`config.mk`:
```
export PLATFORM = sky130hd
export DESIGN_NAME = capture_pair_frequency_meter_flat
export DESIGN_NICKNAME = d
export VERILOG_FILES = /design/src/rtl/core/cpfm_pkg.sv /design/src/rtl/core/cpfm_if.sv /design/src/rtl/core/cpfm_div.sv /design/src/rtl/core/capture_pair_frequency_meter.sv /design/src/flat_wrapper.sv
export SDC_FILE = /design/constraint.sdc
export NUM_CORES = 1
export LEC_CHECK = 0
export ABC_AREA = 0
export ABC_CLOCK_PERIOD_IN_PS = 11500
export BUFFER_PORTS_ARGS = -buffer_cell sky130_fd_sc_hd__buf_2
export CAP_MARGIN = 40
export CORE_MARGIN = 2
export CORE_UTILIZATION = 66
export DETAILED_ROUTE_END_ITERATION = 6
export GPL_TIMING_DRIVEN = 0
export PLACE_DENSITY = 0.84
export SYNTH_ARGS = -nofsm -noshare
export SYNTH_HDL_FRONTEND = slang
export SYNTH_SLANG_ARGS = --single-unit
```
`constraint.sdc`:
```
create_clock -name clk -period 11.5 [get_ports clk]
set_input_delay 0 -clock clk [delete_from_list [all_inputs] [get_ports clk]]
set_output_delay 0 -clock clk [all_outputs]
set_load 0.01 [all_outputs]
```
`src/rtl/core/cpfm_pkg.sv`:
```
package cpfm_pkg;

  // Sizing
  localparam int NUM_CHANNELS = 4;
  localparam int COUNT_BITS   = 16;
  localparam int CH_W         = 2;
  localparam int CH_IDX_W     = (NUM_CHANNELS > 1) ? $clog2(NUM_CHANNELS) : 1;
  localparam int FREQ_W       = 24;
  localparam int LIMIT_W      = 16;
  localparam int CAP_W        = 16;
  localparam int PERIOD_W     = 16;
  localparam int CFG_IDX_W    = 2;
  localparam int CFG_DATA_W   = 24;
  localparam int DIV_CNT_W    = $clog2(FREQ_W);

  localparam logic [COUNT_BITS-1:0] COUNT_MAX = '1;

  // Register indexes
  localparam logic [CFG_IDX_W-1:0] REG_TICK_RATE     = 2'd0;
  localparam logic [CFG_IDX_W-1:0] REG_MIN_FREQUENCY = 2'd1;
  localparam logic [CFG_IDX_W-1:0] REG_LIMIT_HIGH    = 2'd2;
  localparam logic [CFG_IDX_W-1:0] REG_LIMIT_LOW     = 2'd3;

  // Reset values
  localparam logic [FREQ_W-1:0]  TICK_RATE_RST     = 24'd1000000;
  localparam logic [FREQ_W-1:0]  MIN_FREQUENCY_RST = 24'd100;
  localparam logic [LIMIT_W-1:0] LIMIT_HIGH_RST    = 16'd500;
  localparam logic [LIMIT_W-1:0] LIMIT_LOW_RST     = 16'd50;

  // Divider request
  typedef struct packed {
    logic                start;
    logic [FREQ_W-1:0]   dividend;
    logic [PERIOD_W-1:0] divisor;
  } div_ctl_t;

  // Divider result
  typedef struct packed {
    logic              done;
    logic [FREQ_W-1:0] quotient;
  } div_res_t;

endpackage

```
`src/rtl/core/cpfm_if.sv`:
```
// Capture request channel
interface cpfm_in_if;
  logic                        valid;
  logic                        ready;
  logic [cpfm_pkg::CH_W-1:0]   channel;
  logic [cpfm_pkg::CAP_W-1:0]  capture_value;

  modport source (output valid, output channel, output capture_value, input ready);
  modport sink   (input valid, input channel, input capture_value, output ready);
endinterface

// Measurement result channel
interface cpfm_out_if;
  logic                          valid;
  logic                          ready;
  logic [cpfm_pkg::CH_W-1:0]     out_channel;
  logic                          measured;
  logic [cpfm_pkg::PERIOD_W-1:0] period_ticks;
  logic [cpfm_pkg::FREQ_W-1:0]   frequency;
  logic [cpfm_pkg::LIMIT_W-1:0]  limited_frequency;

  modport source (output valid, output out_channel, output measured, output period_ticks,
                  output frequency, output limited_frequency, input ready);
  modport sink   (input valid, input out_channel, input measured, input period_ticks,
                  input frequency, input limited_frequency, output ready);
endinterface

```
`src/rtl/core/cpfm_div.sv`:
```
// Restoring divider, one quotient bit per cycle
module cpfm_div (
  input  logic                clk,
  input  logic                rst_n,
  input  cpfm_pkg::div_ctl_t  ctl,
  output cpfm_pkg::div_res_t  res
);

  logic [cpfm_pkg::FREQ_W-1:0]    quo_r, quo_nxt;
  logic [cpfm_pkg::PERIOD_W-1:0]  rem_r, rem_nxt;
  logic [cpfm_pkg::PERIOD_W-1:0]  dvs_r, dvs_nxt;
  logic [cpfm_pkg::DIV_CNT_W-1:0] cnt_r, cnt_nxt;
  logic                           busy_r, busy_nxt;
  logic                           done_r, done_nxt;
  logic [cpfm_pkg::PERIOD_W:0]    shifted;
  logic [cpfm_pkg::PERIOD_W:0]    trial;
  logic                           fits;

  // One shift-subtract step
  always_comb begin
    shifted = {rem_r, quo_r[cpfm_pkg::FREQ_W-1]};
    trial   = shifted - {1'b0, dvs_r};
    fits    = (shifted >= {1'b0, dvs_r});
  end

  always_comb begin
    quo_nxt  = quo_r;
    rem_nxt  = rem_r;
    dvs_nxt  = dvs_r;
    cnt_nxt  = cnt_r;
    busy_nxt = busy_r;
    done_nxt = 1'b0;
    if (ctl.start) begin
      quo_nxt  = ctl.dividend;
      rem_nxt  = '0;
      dvs_nxt  = ctl.divisor;
      cnt_nxt  = '0;
      busy_nxt = 1'b1;
    end else if (busy_r) begin
      quo_nxt = {quo_r[cpfm_pkg::FREQ_W-2:0], fits};
      rem_nxt = fits ? trial[cpfm_pkg::PERIOD_W-1:0] : shifted[cpfm_pkg::PERIOD_W-1:0];
      cnt_nxt = cnt_r + 1'b1;
      if (cnt_r == cpfm_pkg::DIV_CNT_W'(cpfm_pkg::FREQ_W - 1)) begin
        busy_nxt = 1'b0;
        done_nxt = 1'b1;
      end
    end
  end

  always_ff @(posedge clk) begin
    if (!rst_n) begin
      busy_r <= 1'b0;
      done_r <= 1'b0;
      cnt_r  <= '0;
    end else begin
      busy_r <= busy_nxt;
      done_r <= done_nxt;
      cnt_r  <= cnt_nxt;
    end
  end

  always_ff @(posedge clk) begin
    quo_r <= quo_nxt;
    rem_r <= rem_nxt;
    dvs_r <= dvs_nxt;
  end

  assign res.done     = done_r;
  assign res.quotient = quo_r;

endmodule

```
`src/rtl/core/capture_pair_frequency_meter.sv`:
```
// Capture-pair frequency meter. Each request is one capture edge (channel and
// latched timer count). The first edge on a channel stores its count and arms
// the channel; the second disarms it, derives the period from the two counts
// (wrap-around handled, a zero or equal period taken as one tick) and divides
// tick_rate by it to give the channel's new frequency, stored as zero when
// below min_frequency. Every edge returns one result: the channel's stored
// frequency and a copy clamped to limit_high, reading zero below limit_low.
// Per-channel counts and frequencies sit in small memories with one write port
// and one registered read port. An arming edge goes through the memory read to
// its result; a completing edge also waits on the bit-serial divider.
// One edge is in flight at a time; a waiting result sits in the output register
// while the next edge is accepted. Registers may only be written while idle.
module capture_pair_frequency_meter (
  input  logic                                clk,
  input  logic                                rst_n,
  cpfm_in_if.sink                             in_chan,
  cpfm_out_if.source                          out_chan,
  input  logic                                cfg_wr_en,
  input  logic [cpfm_pkg::CFG_IDX_W-1:0]      cfg_index,
  input  logic [cpfm_pkg::CFG_DATA_W-1:0]     cfg_wdata
);

  localparam logic [2:0] S_IDLE = 3'd0;
  localparam logic [2:0] S_READ = 3'd1;
  localparam logic [2:0] S_DIV  = 3'd2;
  localparam logic [2:0] S_DONE = 3'd3;

  localparam int NCH = cpfm_pkg::NUM_CHANNELS;
  localparam int IW  = cpfm_pkg::CH_IDX_W;
  localparam int CB  = cpfm_pkg::COUNT_BITS;
  localparam int FW  = cpfm_pkg::FREQ_W;
  localparam int LW  = cpfm_pkg::LIMIT_W;
  localparam int PW  = cpfm_pkg::PERIOD_W;

  // Configuration registers
  logic [FW-1:0] tick_rate_r, min_frequency_r;
  logic [LW-1:0] limit_high_r, limit_low_r;

  always_ff @(posedge clk) begin
    if (!rst_n) begin
      tick_rate_r     <= cpfm_pkg::TICK_RATE_RST;
      min_frequency_r <= cpfm_pkg::MIN_FREQUENCY_RST;
      limit_high_r    <= cpfm_pkg::LIMIT_HIGH_RST;
      limit_low_r     <= cpfm_pkg::LIMIT_LOW_RST;
    end else if (cfg_wr_en) begin
      unique case (cfg_index)
        cpfm_pkg::REG_TICK_RATE:     tick_rate_r     <= cfg_wdata[FW-1:0];
        cpfm_pkg::REG_MIN_FREQUENCY: min_frequency_r <= cfg_wdata[FW-1:0];
        cpfm_pkg::REG_LIMIT_HIGH:    limit_high_r    <= cfg_wdata[LW-1:0];
        cpfm_pkg::REG_LIMIT_LOW:     limit_low_r     <= cfg_wdata[LW-1:0];
        default: ;
      endcase
    end
  end

  logic [2:0]    state_r, state_nxt;
  logic [cpfm_pkg::CH_W-1:0] ch_r, ch_nxt;
  logic          in_range_r, in_range_nxt;
  logic [CB-1:0] cap_r, cap_nxt;
  logic          measured_r, measured_nxt;
  logic [PW-1:0] period_r, period_nxt;
  logic [FW-1:0] freq_r, freq_nxt;
  logic [NCH-1:0] armed_r, armed_nxt;
  logic [NCH-1:0] freq_vld_r, freq_vld_nxt;

  logic          in_acc;
  logic          out_load;
  logic [IW-1:0] rd_idx;
  logic [IW-1:0] idx;

  // Per-channel memories
  logic [CB-1:0] fc_mem [NCH];
  logic [FW-1:0] fq_mem [NCH];
  logic [CB-1:0] fc_rd_r;
  logic [FW-1:0] fq_rd_r;
  logic          fc_we, fq_we;
  logic [FW-1:0] fq_wdata;

  // Divider
  cpfm_pkg::div_ctl_t div_ctl;
  cpfm_pkg::div_res_t div_res;
  logic [CB-1:0]      period_calc;
  logic [FW-1:0]      q_final;

  cpfm_div u_div (
    .clk   (clk),
    .rst_n (rst_n),
    .ctl   (div_ctl),
    .res   (div_res)
  );

  assign in_chan.ready = (state_r == S_IDLE);
  assign in_acc        = in_chan.valid && in_chan.ready;
  assign rd_idx        = in_chan.channel[IW-1:0];
  assign idx           = ch_r[IW-1:0];
  assign out_load      = (state_r == S_DONE) && (!out_chan.valid || out_chan.ready);

  always_ff @(posedge clk) begin
    if (fc_we) begin
      fc_mem[idx] <= cap_r;
    end
    if (fq_we) begin
      fq_mem[idx] <= fq_wdata;
    end
    fc_rd_r <= fc_mem[rd_idx];
    fq_rd_r <= fq_mem[rd_idx];
  end

  // Period from the stored and current counts
  always_comb begin
    if (cap_r > fc_rd_r) begin
      period_calc = cap_r - fc_rd_r;
    end else if (cap_r < fc_rd_r) begin
      period_calc = (cpfm_pkg::COUNT_MAX - fc_rd_r) + cap_r;
    end else begin
      period_calc = CB'(1);
    end
    if (period_calc == '0) begin
      period_calc = CB'(1);
    end
  end

  assign q_final = (div_res.quotient < min_frequency_r) ? '0 : div_res.quotient;

  // Sequencer
  always_comb begin
    state_nxt    = state_r;
    ch_nxt       = ch_r;
    in_range_nxt = in_range_r;
    cap_nxt      = cap_r;
    measured_nxt = measured_r;
    period_nxt   = period_r;
    freq_nxt     = freq_r;
    armed_nxt    = armed_r;
    freq_vld_nxt = freq_vld_r;
    fc_we        = 1'b0;
    fq_we        = 1'b0;
    fq_wdata     = q_final;
    div_ctl.start    = 1'b0;
    div_ctl.dividend = tick_rate_r;
    div_ctl.divisor  = PW'(period_calc);
    unique case (state_r)
      S_IDLE: begin
        if (in_acc) begin
          ch_nxt       = in_chan.channel;
          in_range_nxt = (32'(in_chan.channel) < NCH);
          cap_nxt      = CB'(in_chan.capture_value);
          state_nxt    = S_READ;
        end
      end
      S_READ: begin
        measured_nxt = 1'b0;
        period_nxt   = '0;
        freq_nxt     = '0;
        if (!in_range_r) begin
          state_nxt = S_DONE;
        end else if (armed_r[idx]) begin
          armed_nxt[idx] = 1'b0;
          div_ctl.start  = 1'b1;
          period_nxt     = PW'(period_calc);
          state_nxt      = S_DIV;
        end else begin
          armed_nxt[idx] = 1'b1;
          fc_we          = 1'b1;
          freq_nxt       = freq_vld_r[idx] ? fq_rd_r : '0;
          state_nxt      = S_DONE;
        end
      end
      S_DIV: begin
        if (div_res.done) begin
          fq_we             = 1'b1;
          freq_vld_nxt[idx] = 1'b1;
          freq_nxt          = q_final;
          measured_nxt      = 1'b1;
          state_nxt         = S_DONE;
        end
      end
      S_DONE: begin
        if (out_load) begin
          state_nxt = S_IDLE;
        end
      end
      default: state_nxt = S_IDLE;
    endcase
  end

  always_ff @(posedge clk) begin
    if (!rst_n) begin
      state_r    <= S_IDLE;
      armed_r    <= '0;
      freq_vld_r <= '0;
    end else begin
      state_r    <= state_nxt;
      armed_r    <= armed_nxt;
      freq_vld_r <= freq_vld_nxt;
    end
  end

  always_ff @(posedge clk) begin
    ch_r       <= ch_nxt;
    in_range_r <= in_range_nxt;
    cap_r      <= cap_nxt;
    measured_r <= measured_nxt;
    period_r   <= period_nxt;
    freq_r     <= freq_nxt;
  end

  // Output register with clamp
  logic                      out_valid_r, out_valid_nxt;
  logic [cpfm_pkg::CH_W-1:0] o_ch_r;
  logic                      o_meas_r;
  logic [PW-1:0]             o_period_r;
  logic [FW-1:0]             o_freq_r;
  logic [LW-1:0]             o_lim_r;
  logic [LW-1:0]             lim_calc;

  always_comb begin
    if (freq_r > FW'(limit_high_r)) begin
      lim_calc = limit_high_r;
    end else if (freq_r < FW'(limit_low_r)) begin
      lim_calc = '0;
    end else begin
      lim_calc = freq_r[LW-1:0];
    end
  end

  always_comb begin
    out_valid_nxt = out_valid_r;
    if (out_chan.ready) begin
      out_valid_nxt = 1'b0;
    end
    if (out_load) begin
      out_valid_nxt = 1'b1;
    end
  end

  always_ff @(posedge clk) begin
    if (!rst_n) begin
      out_valid_r <= 1'b0;
    end else begin
      out_valid_r <= out_valid_nxt;
    end
  end

  always_ff @(posedge clk) begin
    if (out_load) begin
      o_ch_r     <= ch_r;
      o_meas_r   <= measured_r;
      o_period_r <= period_r;
      o_freq_r   <= freq_r;
      o_lim_r    <= lim_calc;
    end
  end

  assign out_chan.valid             = out_valid_r;
  assign out_chan.out_channel       = o_ch_r;
  assign out_chan.measured          = o_meas_r;
  assign out_chan.period_ticks      = o_period_r;
  assign out_chan.frequency         = o_freq_r;
  assign out_chan.limited_frequency = o_lim_r;

  // Checks
  a_acc_to_read: assert property (@(posedge clk) disable iff (!rst_n)
    in_acc |=> state_r == S_READ)
    else $error("accepted request did not move to memory read");

  a_div_done_state: assert property (@(posedge clk) disable iff (!rst_n)
    div_res.done |-> state_r == S_DIV)
    else $error("divider finished outside division wait");

  a_measured_period: assert property (@(posedge clk) disable iff (!rst_n)
    out_chan.valid && out_chan.measured |-> out_chan.period_ticks != '0)
    else $error("measured result with zero period");

  a_unmeasured_period: assert property (@(posedge clk) disable iff (!rst_n)
    out_chan.valid && !out_chan.measured |-> out_chan.period_ticks == '0)
    else $error("unmeasured result with non-zero period");

endmodule

```
`src/flat_wrapper.sv`:
```
// flat-port wrapper written by rule: the top's interface ports become plain ports
module capture_pair_frequency_meter_flat 
  (clk, rst_n, cfg_wr_en, cfg_index, cfg_wdata, in_chan_valid, in_chan_channel, in_chan_capture_value, in_chan_ready, out_chan_valid, out_chan_out_channel, out_chan_measured, out_chan_period_ticks, out_chan_frequency, out_chan_limited_frequency, out_chan_ready);
  cpfm_in_if in_chan_i ();
  cpfm_out_if out_chan_i ();
  input  logic clk;
  input  logic rst_n;
  input  logic cfg_wr_en;
  input  logic [cpfm_pkg::CFG_IDX_W-1:0] cfg_index;
  input  logic [cpfm_pkg::CFG_DATA_W-1:0] cfg_wdata;
  input wire logic [$bits(in_chan_i.valid)-1:0] in_chan_valid;
  input wire logic [$bits(in_chan_i.channel)-1:0] in_chan_channel;
  input wire logic [$bits(in_chan_i.capture_value)-1:0] in_chan_capture_value;
  output wire logic [$bits(in_chan_i.ready)-1:0] in_chan_ready;
  output wire logic [$bits(out_chan_i.valid)-1:0] out_chan_valid;
  output wire logic [$bits(out_chan_i.out_channel)-1:0] out_chan_out_channel;
  output wire logic [$bits(out_chan_i.measured)-1:0] out_chan_measured;
  output wire logic [$bits(out_chan_i.period_ticks)-1:0] out_chan_period_ticks;
  output wire logic [$bits(out_chan_i.frequency)-1:0] out_chan_frequency;
  output wire logic [$bits(out_chan_i.limited_frequency)-1:0] out_chan_limited_frequency;
  input wire logic [$bits(out_chan_i.ready)-1:0] out_chan_ready;
  assign in_chan_i.valid = in_chan_valid;
  assign in_chan_i.channel = in_chan_channel;
  assign in_chan_i.capture_value = in_chan_capture_value;
  assign in_chan_ready = in_chan_i.ready;
  assign out_chan_valid = out_chan_i.valid;
  assign out_chan_out_channel = out_chan_i.out_channel;
  assign out_chan_measured = out_chan_i.measured;
  assign out_chan_period_ticks = out_chan_i.period_ticks;
  assign out_chan_frequency = out_chan_i.frequency;
  assign out_chan_limited_frequency = out_chan_i.limited_frequency;
  assign out_chan_i.ready = out_chan_ready;
  capture_pair_frequency_meter u_core (.clk(clk), .rst_n(rst_n), .in_chan(in_chan_i), .out_chan(out_chan_i), .cfg_wr_en(cfg_wr_en), .cfg_index(cfg_index), .cfg_wdata(cfg_wdata));
endmodule
```
Word level (Yosys, flattened, before mapping) --
Memories as Yosys holds them, arrays and structs flattened. A register that Yosys moved wholly into a read port is not among the register bits. Index checks and enable logic that the tools add are counted.
Word-level totals: memories 2, output and inout bits 61, bits in writable memories 160, flip-flop bits (word level) 273, bits of input ports 49, word-level logic and storage cells 119
Memory list:
- u_core.fq_mem | words 4, width 24, rd ports 1, clocked after memory_dff 1, write ports 1, line capture_pair_frequency_meter.sv:73 | logic [FW-1:0] fq_mem [NCH];
- u_core.fc_mem | words 4, width 16, rd ports 1, clocked after memory_dff 1, write ports 1, line capture_pair_frequency_meter.sv:72 | logic [CB-1:0] fc_mem [NCH];
Operators by class: $lt $le $gt $ge 8, eq/ne operators 10, muxes and demuxes 43, reduce and logical (&&, ||, !) cells 21, bitwise logic cells 6, add/subtract/negate cells 5
Operators by type and width (number):
- 24-bit 2-to-1 mux | 6
- 16-bit 2-to-1 mux | 6
- 24-bit one-hot mux with 2 select lines | 1
- 16-bit subtractor | 2
- 24-bit by 16-bit > comparator with 1-bit output | 1
- 24-bit by 16-bit < comparator with 1-bit output | 1
- 24-bit < comparator | 1
- 1-bit 2-to-1 mux | 21
- 17-bit by 16-bit greater-or-equal comparator with 1-bit output | 1
- 16-bit adder | 1
- 16-bit > comparator | 1
- 16-bit zero test | 1
- 16-bit < comparator | 1
- 16-bit subtractor (first input constant) | 1
- 2-bit AND reduction | 7
- 3-bit one-hot mux with 4 select lines | 1
- 3-bit 2-to-1 mux | 3
- 4-bit OR | 2
- 3-bit by 2-bit == test with 1-bit output (second input constant) | 2
- 2-bit nonzero test | 3
- 5-bit by 1-bit adder with 5-bit output (second input constant) | 1
- 5-bit == test (second input constant) | 1
- 4-bit bitwise AND | 1
- 1-bit binary-select mux with 2-bit select | 2
- 20 further kinds | 25

Logic depth before layout (Yosys ltp) --
Gate-level depths: netlist (run 1).
depth in word-level cells 7, gate-level depth with buffers 14, depth with buffers taken out 13

Cells and area by module --
From an unflattened synthesis (run 1), not the netlist that was laid out.
Second synthesis, totals: cell total of the unflattened synthesis 1616, area total of the unflattened synthesis 20647.3 um^2
Modules (own cells, without submodules):
- capture_pair_frequency_meter | seq. area each 10970.5 um^2, cells an instance 1311, instances 1, area each 17265.3 um^2
- cpfm_div | seq. area each 1661.6 um^2, cells an instance 305, instances 1, area each 3382.0 um^2

Worst setup path before layout (run 1) --
No wires, ideal clock.
path type register -> register, start register u_core.cap_r[0], end register u_core.period_r[0], data pin, data required time 11.369 ns, slack 7.764 ns, cell stages (with the launch flop) 15, library setup time 0.131 ns, data arrival time 3.605 ns, period minus slack after synthesis 3.736 ns, buffers on the path 1, path through edfxtp_1 -> inv_1 -> ha_1 -> fa_1 -> and3b_1 -> o21ai_1 -> a21oi_2 -> nor2_1 -> buf_2 -> a221oi_1 -> a21oi_1 -> or4_1 -> or4_1 -> o31ai_2 -> and2_1
RTL lines:
- from (decl) | line capture_pair_frequency_meter.sv:59 | logic [CB-1:0] cap_r, cap_nxt;
- from (signal assigned) | line capture_pair_frequency_meter.sv:202 | cap_r <= cap_nxt;
- to (signal assigned) | line capture_pair_frequency_meter.sv:204 | period_r <= period_nxt;
- to (decl) | line capture_pair_frequency_meter.sv:61 | logic [PW-1:0] period_r, period_nxt;

==> metrics, run 1 <==
RSZ-0062 raised after global routing no; Register-to-Register Path Depth 11; status finished, final reports clean; Crit Path Class register to register; Pre-antenna DRT Iters 6; post-route ant nets 0; post-route DRC violation count 0; Max Root-Sink Buffers 3; row cnt 64; Fin. Hold Viols 0; leading cell type in the layout, fill and taps excluded edfxtp_1; Synth area leaders edfxtp_1 47%, dfxtp_1 15%, ha_1 5.6%; register area share after synthesis 0.619; Clock Tree Root clkbuf_16; Max Slew Vio Count 0; largest area contributor in the netlist edfxtp_1; Final Cycle Share 0.407; Yosys warning total 0; vias in the first global route 14.2k; Hold Path End u_core.cap_r[12]$_DFFE_PP_; Detailed Route Iter0 Violations 1376; Required @ worst endpoint 11.93 ns; routing usage on met2 0.487; CP max FO 9; Pwr Total 0.00500 W; CP top delay family simple AND/OR/NAND/NOR gates; Hold WC Path Type input pin to register; layout cells sized above 1 0.145; Worst-Margin Slew 0.919 ns; CTS tree built; Mapped Area 20400 um2; worst-path cell chain ha_1 > clkbuf_1 > nand4_1 > nor3_1 > o21ai_0 > nand2_1 > mux2i_1 > or4_1 > or4_1 > o31ai_2 > and2_1; Ports 110; startpoint types register; HP Start in_chan_capture_value[12]; IO buf count 108; maximum vdd drop 0.169 mV; Slew Limit Headroom 0.387; worst path bufs/invs 1; global-route wire length before repair 76200 um; Max Cap Viol 0; die height 180 um; pin count of the biggest net entering global routing 35; Tot GR Track Use 0.301; Avg WL per Cell 21.4 um; most used cell, CP or4_1; # clock sinks 472; CP max-delay cell nor3_1; final core area utilization 0.777; antenna violations before repair 0; final setup TNS 0 ns; Die Width 180 um; r2r endpoint u_core.period_r[0]$_SDFFCE_PN0P_; Vias/cell 6.15; HPWL after detailed placement 33600 um; die area 32300 um2; ANT cells 0; met1 Use GR 0.415; number of gates resized after CTS 0; Clk pin slew, worst setup/hold paths 0.06 ns; WP data arrival 5.10 ns; CP max stage delay 0.78 ns; CP endpoint kind register; hold buffers post-CTS 51; area share of the largest cell type after synthesis 0.468; Post-Syn Instances 1643; later-pin clock latency in the skew report 0.58 ns; synthesis-stage register bit count 472; r2r setup slk 6.82 ns; H-tree levels 2; count of cell types in the netlist 69; number of CTS-inserted buffers 46; GRT busiest layer met2; minimum clock period 4.68 ns; P_leak 9.14 nW; starting density of the core 0.669; vias 14.2k; Pwr Density 211 nW/um2; most frequent cells in the layout 318 x edfxtp_1, 275 x nand2_1, 154 x dfxtp_1; GR Util met3 0.0515; Worst Clk Skew 0.0338 ns; post-CTS setup buffers 0; Max Fclk 214 MHz; Final Non-Filler Cells 2308; Post-Syn Nets 1787; syn_area_per_cell 12.4 um2; # nets final 2018; fraction of registers with async set/reset 0; GRT Residual Overflow 0; placed cell count 2169; Main synth FF type edfxtp_1; Hold Path Depth 2; Post-synth EDFFs 318; setup violators final 0; FF-to-FF Start u_core.cap_r[3]$_DFFE_PP_; Area Overhead vs Synth 16.1%; DRT Wirelength 49500 um; routability cong. 0.932; Core ar. 30500 um2
## report_power, final
part,internal (W),switching [W]
registers,0.00213,0.000144
logic,0.000503,0.000812
clock network,0.000770,0.000642
## how the worst max path moves through the flow
stage,slack [ns],cells after the start,startpoint,endpoint
2_1_floorplan,7.76,14,u_core.cap_r[0]$_DFFE_PP_,u_core.period_r[0]$_SDFFCE_PN0P_
3_3_place_gp,6.54,2,u_core.state_r[0]$_SDFFE_PN0P_,u_core.out_chan.frequency[6]$_DFFE_PP_
3_5_place_dp,6.97,14,u_core.cap_r[0]$_DFFE_PP_,u_core.period_r[0]$_SDFFCE_PN0P_
4_1_cts,6.91,14,u_core.cap_r[0]$_DFFE_PP_,u_core.period_r[0]$_SDFFCE_PN0P_
5_1_grt,6.66,14,u_core.cap_r[0]$_DFFE_PP_,u_core.period_r[0]$_SDFFCE_PN0P_
6_report,6.82,11,u_core.cap_r[3]$_DFFE_PP_,u_core.period_r[0]$_SDFFCE_PN0P_
## per-layer routing
metal | wire length [um] | vias up
li1 | - | 6417
met1 | 20100 | 6947
met2 | 23700 | 727
met3 | 4350 | 113
met4 | 1390 | 0
met5 | 0 | -
## worst register-to-register path, delay by kind of cell (launching register included)
kind,cells,cell delay (ns)
adder cells (fa/ha/maj),1,0.33
AO/OA/AOI/OAI,2,0.66
multiplexers,1,0.18
AND/OR/NAND/NOR,6,2.57
flip-flops,1,0.48
buffers and inverters,1,0.34
## cell usage after synthesis (5+ instances only)
master,instances
a21boi_0,63
a21o_1,41
a21oi_1,56
a22o_1,24
a31oi_1,17
and2_1,19
and4_1,7
buf_1,6
buf_2,9
clkbuf_1,60
dfxtp_1,154
edfxtp_1,318
ha_1,92
inv_1,104
mux2i_1,22
mux4_2,41
nand2_1,275
nand2b_1,21
nand3_1,20
nand4_1,19
nor2_1,37
nor2b_1,36
nor3_1,15
o211ai_1,16
o21a_1,24
o21ai_0,45
o21bai_1,6
xnor2_1,17
xor2_1,5
## stage by stage
stage                     area [um2]  hold WS, ns  setup WS, ns
after detailed placement       21800        0.178          6.97
after global placement         21400        0.176          6.54
after floorplan                20400       0.0989          7.76
final                          23700        0.150          6.82
after global routing           23700        0.160          6.66
after CTS                      23700        0.141          6.91
## flip-flops by register name (all words and copies together) (netlist names), 4 cells and up, named ones only
signal                             count
u_core.fq_mem                         96
u_core.fq_rd_r                        24
u_core.out_chan.limited_frequency     16
u_core.limit_low_r                    16
u_core.period_r                       16
u_core.out_chan.period_ticks          16
u_core.fc_mem                         64
u_core.u_div.cnt_r                     5
u_core.u_div.quo_r                    24
u_core.u_div.dvs_r                    16
u_core.freq_vld_r                      4
u_core.freq_r                         24
u_core.tick_rate_r                    24
u_core.min_frequency_r                24
u_core.out_chan.frequency             24
u_core.limit_high_r                   16
u_core.fc_rd_r                        16
u_core.u_div.rem_r                    16
u_core.cap_r                          16
## logic make-up after synthesis
group | share of synthesized area
AOI/OAI and AO/OA | 0.113
xor gates and xnor gates | 0.00944
adders and majority gates | 0.0594
muxes | 0.0566
buffers and inverters | 0.0342
and+or+nand+nor | 0.108
DFF | 0.619
## layout make-up
| cell class | count | area [um2] |
|---|---|---|
| buffer | 76 | 304 |
| multi-input combinational | 990 | 7120 |
| clock inverter | 25 | 153 |
| inverter | 105 | 394 |
| tap | 396 | 495 |
| timing repair buffer | 183 | 1350 |
| fill | 1780 | 6810 |
| sequential | 472 | 12600 |
| clock buffer | 61 | 1250 |
Power figures use the tool's default switching activity.
==> run 2: changes to the inputs <==
--- a/config.mk
+++ b/config.mk
@@ -6,14 +6,14 @@
 export NUM_CORES = 1
 export LEC_CHECK = 0
 export ABC_AREA = 0
-export ABC_CLOCK_PERIOD_IN_PS = 11500
+export ABC_CLOCK_PERIOD_IN_PS = 3900
 export BUFFER_PORTS_ARGS = -buffer_cell sky130_fd_sc_hd__buf_2
 export CAP_MARGIN = 40
 export CORE_MARGIN = 2
-export CORE_UTILIZATION = 66
+export CORE_UTILIZATION = 55
 export DETAILED_ROUTE_END_ITERATION = 6
 export GPL_TIMING_DRIVEN = 0
-export PLACE_DENSITY = 0.84
+export PLACE_DENSITY = 0.75
 export SYNTH_ARGS = -nofsm -noshare
 export SYNTH_HDL_FRONTEND = slang
 export SYNTH_SLANG_ARGS = --single-unit
==> constraint.sdc (replaced) <==
create_clock -name clk -period 3.9 [get_ports clk]
set_input_delay 0 -clock clk [delete_from_list [all_inputs] [get_ports clk]]
set_output_delay 0 -clock clk [all_outputs]
set_load 0.01 [all_outputs]
==> run 2 against run 1 <==
Compared with the run above: wire length decreased by 3.3%; combinational power increased to 3.2 times the previous value; setup slack got worse by 6.8 ns; non-clock buffer count increased by 38; sequential power increased to 2.9 times the previous value.
==> metrics, run 2 (synthesis gave the netlist of run 1 again) <==
Area Overhead vs Synth 19.7%; IO buf count 108; die area 38700 um2; pin count of the biggest net entering global routing 33; register area 12600 um2; later-pin clock latency in the skew report 0.58 ns; CP top delay family compound AO/OA/AOI/OAI gates; Crit Path Class register to register; post-route DRC violation count 0; Worst Clk Skew 0.0162 ns; Final Cycle Share 0.989; Slew Limit Headroom 0.412; layout cells sized above 1 0.177; Max Slew Vio Count 0; routability cong. 0.872; Detailed Route Iter0 Violations 1123; Die Width 197 um; multi-input logic area 7350 um2; RSZ-0062 raised after global routing yes; Required @ worst endpoint 4.34 ns; CP max stage delay 0.50 ns; worst path bufs/invs 2; filler cell count 2623; Max Fclk 259 MHz; Avg WL per Cell 19.8 um; Max Cap Viol 0; Clock Tree Root clkbuf_16; Pre-antenna DRT Iters 5; final core area utilization 0.667; global-route wire length before repair 74000 um; setup violators final 0; CP max FO 7; startpoint types register; starting density of the core 0.557; Tot GR Track Use 0.249; vias in the first global route 13.5k; CP max-delay cell or4_4; # nets final 2056; Core ar. 36600 um2; final setup TNS 0 ns; antenna violations before repair 0; WP data arrival 4.30 ns; largest register by flop count u_core.fq_mem; die height 197 um; leading cell type in the layout, fill and taps excluded edfxtp_1; max reg flops 96; # clock sinks 472; number of CTS-inserted buffers 46; CP endpoint kind register; maximum vdd drop 0.434 mV; DRT Wirelength 47800 um; Ports 110; row cnt 70; Hold WC Path Type input pin to register; Clk pin slew, worst setup/hold paths 0.06 ns; Worst-Margin Slew 0.883 ns; GRT Residual Overflow 0; Fin. Hold Viols 0; H-tree levels 2; worst-path cell chain ha_1 > buf_6 > a21o_1 > o21bai_4 > a211o_4 > buf_6 > o41a_1 > o311ai_2 > o21ai_2 > or4_4 > or4_4 > o31ai_4 > and2_1; vias 13.8k; Max Root-Sink Buffers 3; Pwr Density 620 nW/um2; Vias/cell 5.71; HPWL after detailed placement 33300 um; CTS tree built; post-route ant nets 0; status finished, final reports clean; P_leak 9.40 nW; top flop regs u_core.fq_mem x96, u_core.fc_mem x64; most frequent cells in the layout 318 x edfxtp_1, 274 x nand2_1, 154 x dfxtp_1; minimum clock period 3.86 ns; ANT cells 0
run 2: cell types whose count changed in the layout (fill, tap and decap cells not counted), moves of 4 or more:
cell and delta:
buf_2 -8, clkinv_2 -7, o21ai_0 -5, ha_1 -5, buf_6 +4, buf_4 +38
run 2: path summary, 6_finish.rpt:
kind	start	end	slack, ns	cells after the start
min	in_chan_capture_value[15]	u_core.cap_r[15]$_DFFE_PP_	0.13	2
min reg2reg	u_core.period_r[6]$_SDFFCE_PN0P_	u_core.out_chan.period_ticks[6]$_DFFE_PP_	0.42	0
max	u_core.cap_r[11]$_DFFE_PP_	u_core.period_r[0]$_SDFFCE_PN0P_	0.04	13
max reg2reg	u_core.cap_r[11]$_DFFE_PP_	u_core.period_r[0]$_SDFFCE_PN0P_	0.04	13
run 2: repair_timing:
action | in CTS | in global routing
pin swaps | 7 | 21
gates resized for setup | 28 | 42
hold endpoints to repair | 100 | 1
hold buffers | 53 | 1
setup endpoints to repair | 2 | 2
buffers inserted | 16 | 21
run 2: area by class of cell:
cell class,count,share of cell area
multi-input cells,990,0.301
flip-flops and latches,472,0.517
clock buffers,66,0.0527
well taps,468,0.0240
inverters,105,0.0161
clock inverters,19,0.00635
plain buffers,72,0.0131
repair buffers,225,0.0699
run 2: power breakdown:
group          switching, W  internal, W
registers          0.000407      0.00627
logic               0.00246      0.00172
clock network       0.00185      0.00243
run 2: metrics by stage:
stage / instances / area (um2) / total power, W / hold WS, ns / setup WS [ns]
after global placement: 2219 / 21500 / 0.0103 / 0.176 / -1.18
after CTS: 2395 / 24100 / 0.0149 / 0.00380 / 0.0123
final: 2417 / 24400 / 0.0151 / 0.129 / 0.0426
after detailed placement: 2245 / 21900 / 0.0105 / 0.178 / -0.595
after floorplan: 1643 / 20400 / 0.00923 / 0.0989 / 0.164
after global routing: 2417 / 24400 / 0.0159 / 0.118 / -0.0496
run 2: layer usage:
metal	share of wire	routed length, um	track usage	vias up
li1	-	-	-	6479
met1	0.44	20800	0.343	6720
met2	0.46	22000	0.397	511
met3	0.076	3620	0.0522	98
met4	0.030	1430	0.0872	0
met5	0	0	0	-
